`src/hw/rtl/bgs_pkg.sv`:
```
// ----------------------------------------------------------------------------
// Bilinear grid sampler package
// Shared constants, register codes and the types passed between the front
// end, the item queue and the back end of the sampler.
// ----------------------------------------------------------------------------
package bgs_pkg;

  // Default store bounds.
  localparam int DEF_MAX_WIDTH    = 64;
  localparam int DEF_MAX_HEIGHT   = 64;
  localparam int DEF_MAX_CHANNELS = 4;

  // At most this many results come from one sample.
  localparam int RESULT_CAP = 4;

  // Configuration register data width.
  localparam int CFG_DATA_W = 7;

  // Signed integer pixel coordinate, Q15 fraction and the mapped Q.15 value.
  localparam int COORD_W = 10;
  localparam int FRAC_W  = 15;
  localparam int Q_W     = 25;

  // Q30 bilinear weight, at most 2^30.
  localparam int WEIGHT_W = 31;

  // Depth of the queue between front and back end.
  localparam int QUEUE_DEPTH = 4;

  typedef enum logic [1:0] {
    REG_WIDTH_IN         = 2'd0,
    REG_HEIGHT_IN        = 2'd1,
    REG_CHANNEL_COUNT    = 2'd2,
    REG_CORNER_ALIGNMENT = 2'd3
  } reg_index_t;

  typedef enum logic {
    OP_LOAD   = 1'b0,
    OP_SAMPLE = 1'b1
  } opcode_t;

  // Effective (clamped) configuration.
  typedef struct packed {
    logic [6:0] width;
    logic [6:0] height;
    logic [2:0] nch;
    logic       corner;
  } cfg_t;

  // One classified item as it travels through the queue.
  typedef struct packed {
    opcode_t                    op;
    logic [1:0]                 chan;
    logic [5:0]                 row;
    logic [5:0]                 col;
    logic signed [15:0]         pixel;
    logic signed [COORD_W-1:0]  x0;
    logic signed [COORD_W-1:0]  y0;
    logic [WEIGHT_W-1:0]        wa;
    logic [WEIGHT_W-1:0]        wb;
    logic [WEIGHT_W-1:0]        wc;
    logic [WEIGHT_W-1:0]        wd;
  } entry_t;

endpackage

```
`src/hw/rtl/bgs_queue.sv`:
```
// ----------------------------------------------------------------------------
// Sampler item queue
// A short first-in first-out queue of classified items between the front
// end and the back end.
// ----------------------------------------------------------------------------
module bgs_queue (
  input  logic             clk,
  input  logic             rst,
  input  logic             push,
  input  bgs_pkg::entry_t  push_entry,
  input  logic             pop,
  output logic             full,
  output logic             head_valid,
  output bgs_pkg::entry_t  head
);
  import bgs_pkg::*;

  localparam int PTR_W = $clog2(QUEUE_DEPTH);

  entry_t           slots [QUEUE_DEPTH];
  logic [PTR_W-1:0] wr_ptr;
  logic [PTR_W-1:0] rd_ptr;
  logic [PTR_W:0]   count;
  logic             do_pop;

  assign full       = (count == (PTR_W+1)'(QUEUE_DEPTH));
  assign head_valid = (count != '0);
  assign head       = slots[rd_ptr];
  assign do_pop     = pop && head_valid;

  // Pointer and occupancy bookkeeping.
  always_ff @(posedge clk) begin
    if (rst) begin
      wr_ptr <= '0;
      rd_ptr <= '0;
      count  <= '0;
    end else begin
      if (push) begin
        wr_ptr <= PTR_W'(wr_ptr + 1'b1);
      end
      if (do_pop) begin
        rd_ptr <= PTR_W'(rd_ptr + 1'b1);
      end
      count <= (PTR_W+1)'(count + (push ? 1 : 0) - (do_pop ? 1 : 0));
    end
  end

  // Entry storage.
  always_ff @(posedge clk) begin
    if (push) begin
      slots[wr_ptr] <= push_entry;
    end
  end

  assert property (@(posedge clk) disable iff (rst) full |-> !push)
    else $error("Queue written while full.");

endmodule

```
`config.mk`:
```
export PLATFORM = sky130hd
export DESIGN_NAME = bgs_queue
export DESIGN_NICKNAME = d
export VERILOG_FILES = /design/src/hw/rtl/bgs_pkg.sv /design/src/hw/rtl/bgs_queue.sv
export SDC_FILE = /design/constraint.sdc
export NUM_CORES = 1
export LEC_CHECK = 0
export ABC_AREA = 1
export BUFFER_PORTS_ARGS = -buffer_cell sky130_fd_sc_hd__buf_4
export CAP_MARGIN = 25
export CORE_MARGIN = 5
export CORE_UTILIZATION = 50
export CTS_CLUSTER_DIAMETER = 40
export CTS_CLUSTER_SIZE = 30
export DETAILED_ROUTE_END_ITERATION = 8
export HOLD_SLACK_MARGIN = 0.1
export PLACE_DENSITY = 0.71
export SETUP_SLACK_MARGIN = 0.02
export SKIP_LAST_GASP = 1
export SLEW_MARGIN = 20
export SYNTH_ARGS = -nofsm -noshare
export SYNTH_HDL_FRONTEND = slang
export SYNTH_SLANG_ARGS = --single-unit
```
`constraint.sdc`:
```
create_clock -name clk -period 9.3 [get_ports clk]
set_clock_uncertainty 0.1 [all_clocks]
set_input_delay 2.325 -clock clk [delete_from_list [all_inputs] [get_ports clk]]
set_output_delay 2.325 -clock clk [all_outputs]
set_load 0.05 [all_outputs]
```
# [Yosys cells after proc, flatten, opt, wreduce, memory -nomap -nowiden]
# Memories as Yosys holds them, arrays and structs flattened. A register that Yosys moved wholly into a read port is not among the register bits.
# Index checks and enable logic that the tools add are counted.
[totals] elab_cells=17 register_bits=7 mem_bits_rw=700 memories=1 out_inout_bits=177
[memory_table] memory="slots" words=4 word_bits=175 read_ports=1 rd_clocked_by_memory_dff=1 wr=1 line="bgs_queue.sv:20" text="entry_t slots [QUEUE_DEPTH];"
[op_classes] mux=6 eq_ne=1 n_reduce_logical=2 addsub=4
[ops] operator="2-bit by 1-bit adder with 2-bit output, second input constant" count=2
[ops] operator="1-bit two-way mux" count=4
[ops] operator="2-bit two-way mux" count=2
[ops] operator="3-bit by 1-bit adder with 3-bit output" count=1
[ops] operator="3-bit equality test, second input constant" count=1
[ops] operator="3-bit nonzero test" count=1
[ops] operator="3-bit by 1-bit subtractor with 3-bit output" count=1
[ops] operator="1-bit logical AND" count=1

# [Longest topological paths before layout]
# Gate-level depths: netlist (run 1).
[logic_depth] ltp_word=4 depth_mapped=9

# [Least setup slack after synthesis (run 1)]
# No wires, ideal clock.
[synth_timing] path_kind="input -> register" from="in push" to="mem slots[0][0] (netlist name), enable pin" cell_stages=2 path_buffers=0 path_slack_ps=2952 t_arrival_ps=5721 cell_sequence="nand2_1 inv_1"
[synth_between] elab_chain_len=2
[synth_rtl] element="from (decl)" line="bgs_queue.sv:9" text="input logic push,"
[synth_rtl] element="1-bit two-way mux" line="bgs_queue.sv:50" text="if (push) begin"
[synth_rtl] element="1-bit two-way mux (not written as such)" line="bgs_queue.sv:51" text="slots[wr_ptr] <= push_entry;"
[synth_rtl] element="to (decl)" line="bgs_queue.sv:20"
# No other way between the ends.

==> results of run 1 <==
logic make-up after synthesis:
logic type               count (synthesis)  share of synthesized area
AO/OA/AOI/OAI                          533                     0.1094
buffers and inverters                  133                    0.03141
flip-flops                             709                     0.8027
AND/OR/NAND/NOR                        372                    0.05296
adder cells (fa/ha/maj)                  7                   0.003600
cell type report:
type	instances	share of cell area
Sequential cell	709	0.6516
Multi-Input combinational cell	912	0.1347
Timing Repair Buffer	373	0.08804
Clock buffer	94	0.06966
Tap cell	688	0.02645
Clock inverter	72	0.02576
Inverter	18	0.003460
Antenna cell	4	0.0003076
critical path, cell delays in order (launching register included):
cell and delay [ns]:
dfxtp_4 0.66, buf_12 0.65, buf_4 0.58, buf_12 0.30
o21ai_0 0.20, o22ai_1 0.31, buf_4 0.25
sequential cells by signal, indices dropped and copies added, names as in the netlist, named ones only:
name    cells
slots     700
wr_ptr      2
count       3
rd_ptr      2
power groups by stage:
stage	Sequential, mW	Combinational [mW]	Clock (mW)
detailed placement	3.80	2.76	0
CTS	3.73	2.78	3.56
global placement	3.79	2.72	0
finish	3.73	2.77	3.50
floorplan	3.77	1.99	0
global route	3.74	2.93	3.71
metal layers:
metal / GRT usage / up-vias / wire, µm
li1: - / 7387 / -
met1: 0.2664 / 7903 / 23750
met2: 0.3320 / 537 / 30190
met3: 0.05723 / 107 / 5270
met4: 0.06843 / 8 / 1469
met5: 0 / - / 61
layout by cell type, fill, tap and decap left out, drive strengths merged:
cell / Yosys / routed
edfxtp: 700 / 700
buf: 52 / 373
nor2: 358 / 358
o21ai: 352 / 352
o22ai: 175 / 175
clkbuf: 63 / 94
inv: 18 / 53
clkinv: 0 / 22
nand2: 12 / 12
dfxtp: 9 / 9
clkinvlp: 0 / 8
bufinv: 0 / 7
ha: 6 / 6
a21oi: 5 / 5
diode: 0 / 4
nand3: 2 / 2
a21boi: 1 / 1
fa: 1 / 1
worst paths after layout:
| path | from | depth (start not counted) | endpoint | slack (ns) |
|---|---|---|---|---|
| worst max-delay path | register | 6 | head[42] | 3.07 |
| worst max register to register | wr_ptr[1] | 5 | slots[1][6] | 6.76 |
| worst min-delay path | rd_ptr[0] | 2 | rd_ptr[0] | 0.42 |
| worst min register to register | rd_ptr[0] | 2 | rd_ptr[0] | 0.42 |
metrics by stage:
step                      utilization  setup WS (ns)  cells  hold WS, ns  instance area (µm²)
after floorplan                     -          2.952   1754       0.3481                26410
after global placement         0.5597          3.817   2697       0.3661                29350
after detailed placement       0.5597          3.726   2697       0.3961                29350
after CTS                      0.6189          2.925   2863       0.4091                32460
after global routing           0.6206          2.881   2870       0.4378                32550
final                          0.6206          3.075   2870       0.4163                32550
cells in the mapped netlist (all sizes together):
library cell	instances
a21boi	1
a21oi	5
buf	52
clkbuf	63
dfxtp	9
edfxtp	700
fa	1
ha	6
inv	18
nand2	12
nand3	2
nor2	358
o21ai	352
o22ai	175
==> impl_results.md, run 1 <==
- Status: finished clean
- # DRC: 0
- Die W: between 200 and 250 µm
- Area of the multi-input gates: around 0.0044 mm²
- Post-Syn Area per Cell: between 15 and 20 µm²
- Total negative slack: 0 ns
- Max IR drop VDD: 0.2029 mV
- Total core area: between 0.05 and 0.06 mm²
- PortBufs: 355
- Synth top area cells: edfxtp_1 (80%), nor2_1 (5.1%), o21ai_0 (4.5%)
- Area growth, synth to finish: 23.22%
- CTS buffer count: between 80 and 90
- Register Area: around 0.021 mm²
- WS Path Type: register to output pin
- DRT Wirelength: between 60000 and 70000 µm
- Psw: 3.554 mW
- Static Leakage: between 10 and 15 nW
- CTS tree: done
- Distinct cells, synth: 22
- Slew margin rel.: 0.3538
- Worst-Skew Late Latency: a little over 0.6 ns
- Gate power share: 0.277
- I/O Pins: between 300 and 400
- Initial DRC count: ~1100
- Endpoints failing hold: 0
- Die area: about 0.058 mm²
- Max-cap violations: 0
- Cts hold-fix bufs: 0
- Row count: 84
- Final Critical Period: slightly above 6 ns
- Pins Over Slew Limit: 0
- Worst slew pin tran: a little under 1 ns
- First-pass GRT wire length: 90770 µm
- Sequential share of the synthesized area: 0.8027
- Via density: ~5.6
- Initial antenna violation count: 8
- Hold Path Class: register to register
- Longest Clk Path Bufs: 3
- Switch share: 0.3555
- RSZ-0062 raised after global routing: false
- Post_cts resized: 0
- Grt total ovfl: 0
- Post-DRT Antenna Nets: 0
- H-tree Lvls: 3
- CTS clk-pin slew, worst paths: approximately 0.06 ns
- Wirelength per Cell: about 21 µm
- Vias in the first global route: 15960
- # nets final: between 2000 and 2500
- Max Fclk: around 0.16 GHz
- Total track usage: 0.2032
- Synth Warn #: 0
- # clock sinks: 709
- Register bit total from synthesis: 709
- Drt first pass iters: 5
- Power Total: ~10 mW
- Cell taking the most area after synthesis: edfxtp_1
- Die Y: approximately 240 µm
- Synth top area share: 0.7958
- Initial Utilization: 0.5036
- Final Wtd Congestion: 0.7719
- Crit-path max FO: slightly above 200
- Postcts setup bufs: 0
- Root Driver: clkbuf_16
- Crit end category: output pin
- Setup Viol. Count Final: 0
- Fraction of layout cells with a size suffix above 1: 0.2489
- Synth Cell Area: around 0.026 mm²
- Power per Cell Area: 307.1 mW/mm²
- DP HPWL: 33480 µm
- FILL cells: approximately 3700
- Data arrival time of the worst path: approximately 3.8 ns
- Required time worst endpoint: 6.88 ns
- Syn Inst Count: around 1800
- Crit path launch type: register
- Clock network power share: 0.350
- Register share of total power: 0.373
- Int Pwr: between 6 and 7 mW
- Largest net degree at the start of global routing: 244
- Tcrit/Tclk final: 0.6694
- Synth Net Count: about 1900
- Vias: roughly 16000
(Power assumes the default switching activity.)
==> run 2, diff against run 1 <==
==> constraint.sdc (replaced) <==
create_clock -name clk -period 5.9 [get_ports clk]
set_clock_uncertainty 0.1 [all_clocks]
set_input_delay 1.475 -clock clk [delete_from_list [all_inputs] [get_ports clk]]
set_output_delay 1.475 -clock clk [all_outputs]
set_load 0.05 [all_outputs]
==> run 2 against run 1 <==
Combinational power increased by 57%. Die area unchanged. Flip-flop and latch count unchanged. Cell area about the same. Critical endpoint is now head[105]. Setup slack got worse by 2.1 ns. First-iteration DRC count increased by 13%. Critical path type unchanged. Sequential share of layout area about the same. Worst hold slack got worse by 0.015 ns. Cell count decreased by 0.10%. Sequential power increased by 57%. Total power increased by 58%. Routed wire length decreased by 1.4%.
==> impl_results.md, run 2 (synthesized netlist as in run 1, its figures left out) <==
- Data arrival time of the worst path: 3.33 ns
- DRT Wirelength: 59910 µm
- Hold path cells: 2
- Most common cell after layout, fill and taps aside: edfxtp_1
- Max Fclk: 0.2040 GHz
- Max FFs per register: 700
- Crit path launch type: register
- CP max stage delay: around 0.8 ns
- First-pass GRT wire length: 89670 µm
- Static Leakage: 11.41 nW
- Final Wtd Congestion: about 0.76
- Total negative slack: 0 ns
- Critical path's top delay family: buffers and inverters
- CP max-delay cell: dfxtp_4
- Post_cts resized: 0
- Top reg by flops: slots
- Root Driver: clkbuf_16
- Setup Viol. Count Final: 0
- Postcts setup bufs: 0
- Initial DRC count: between 1000 and 1500
- Power per Cell Area: 484.6 mW/mm²
- Die W: 239.8 µm
- CTS tree: done
- Die Y: roughly 240 µm
- Pins Over Slew Limit: 0
- H-tree Lvls: 3
- # DRC: 0
- RSZ-0062 raised after global routing: false
- Required time worst endpoint: 4.32 ns
- Wirelength per Cell: around 21 µm
- Status: finished clean
- Cts hold-fix bufs: 0
- Total track usage: 0.2006
- Tcrit/Tclk final: 0.8306
- I/O Pins: between 300 and 400
- Slew margin rel.: 0.3305
- Most frequent cells in the layout: edfxtp_1 (700), buf_4 (367), nor2_1 (358)
- Util after Layout: 0.6210
- Worst r2r path cells: 5
- Endpoints failing hold: 0
- CTS clk-pin slew, worst paths: roughly 0.06 ns
- Worst r2r src: wr_ptr[0]
- Vias in the first global route: around 16000
- WS Path Type: register to output pin
- # nets final: ~2300
- Post-DRT Antenna Nets: 0
- Regs by FF count: slots x700, count x3
- Max IR drop VDD: 0.3334 mV
- DP HPWL: between 30000 and 40000 µm
- PortBufs: 355
- Total core area: between 0.05 and 0.06 mm²
- Largest net degree at the start of global routing: between 150 and 200
- Area growth, synth to finish: 23.30%
- Min-delay src: rd_ptr[0]
- Die area: between 0.05 and 0.06 mm²
- # clock sinks: 709
- Vias: about 16000
- Drt first pass iters: 5
- Initial antenna violation count: 4
- Longest Clk Path Bufs: 3
- Crit end category: output pin
- Initial Utilization: 0.5036
- Fraction of layout cells with a size suffix above 1: 0.2449
- Worst slew pin tran: 1.004 ns
- Via density: 5.572
- Crit-path max FO: 190
- Row count: between 80 and 90
- CP Cell Sequence: clkinv_8, buf_12, o21ai_1, o22ai_1, buf_4
- Worst-Skew Late Latency: roughly 0.61 ns
- Final Critical Period: 4.901 ns
- CTS buffer count: 89
- Grt total ovfl: 0
- Hold Path Class: register to register
- Worst Path Buf+Inv: 3
- Max-cap violations: 0
- R2R Setup Slk: ~3.5 ns
- Reg2reg end: slots[0][58]
## run 2: stage by stage
stage                     cell area (µm²)  hold slack, ns  worst slack (ns)  std cells  power (mW)
final                               32570          0.4015            0.9992       2867       15.78
after CTS                           32560          0.3980            0.9651       2864       15.90
after global routing                32570          0.4266            0.7045       2867       16.37
after detailed placement            29440          0.3803             1.658       2700       10.33
after global placement              29440          0.3626             1.743       2700       10.26
after floorplan                     26410          0.3481            0.4016       1754       9.083
## run 2: worst max path at each step
stage	slack [ns]	cells after the start	from	to
after CTS	0.97	5	register	head[129]
after detailed placement	1.66	5	register	head[93]
after floorplan	0.40	2	push	slots[2][0]
after global placement	1.74	5	register	head[80]
after global routing	0.70	5	register	head[129]
final	1.0	5	register	head[105]
## run 2: worst register-to-register path, cell delays in order, from the launching register on
cell and delay (ns):
dfxtp_1 0.32, inv_1 0.12, ha_1 0.16, nand2_1 0.12, inv_8 0.56, buf_4 0.58
## run 2: layer usage
| metal | global-route usage | part of all wire | vias up |
|---|---|---|---|
| li1 | - | - | 7399 |
| met1 | 0.2582 | 0.39 | 7918 |
| met2 | 0.3288 | 0.49 | 565 |
| met3 | 0.05964 | 0.089 | 91 |
| met4 | 0.07067 | 0.025 | 2 |
| met5 | 0 | 0.00033 | - |
## run 2: cell type report
type	count	area [µm²]
repair buffers	373	2875
fillers	3773	19880
multi-input cells	912	4383
flip-flops and latches	709	21210
clock inverters	67	840.8
inverters	18	112.6
well taps	688	860.8
diodes	3	7.507
clock buffers	97	2278
## run 2: power breakdown
| group | total, mW | internal, mW | switching [mW] |
|---|---|---|---|
| Clock | 5.57 | 3.40 | 2.17 |
| Combinational | 4.34 | 1.13 | 3.22 |
| Sequential | 5.87 | 5.78 | 0.0929 |
| Total | 15.8 | 10.3 | 5.48 |
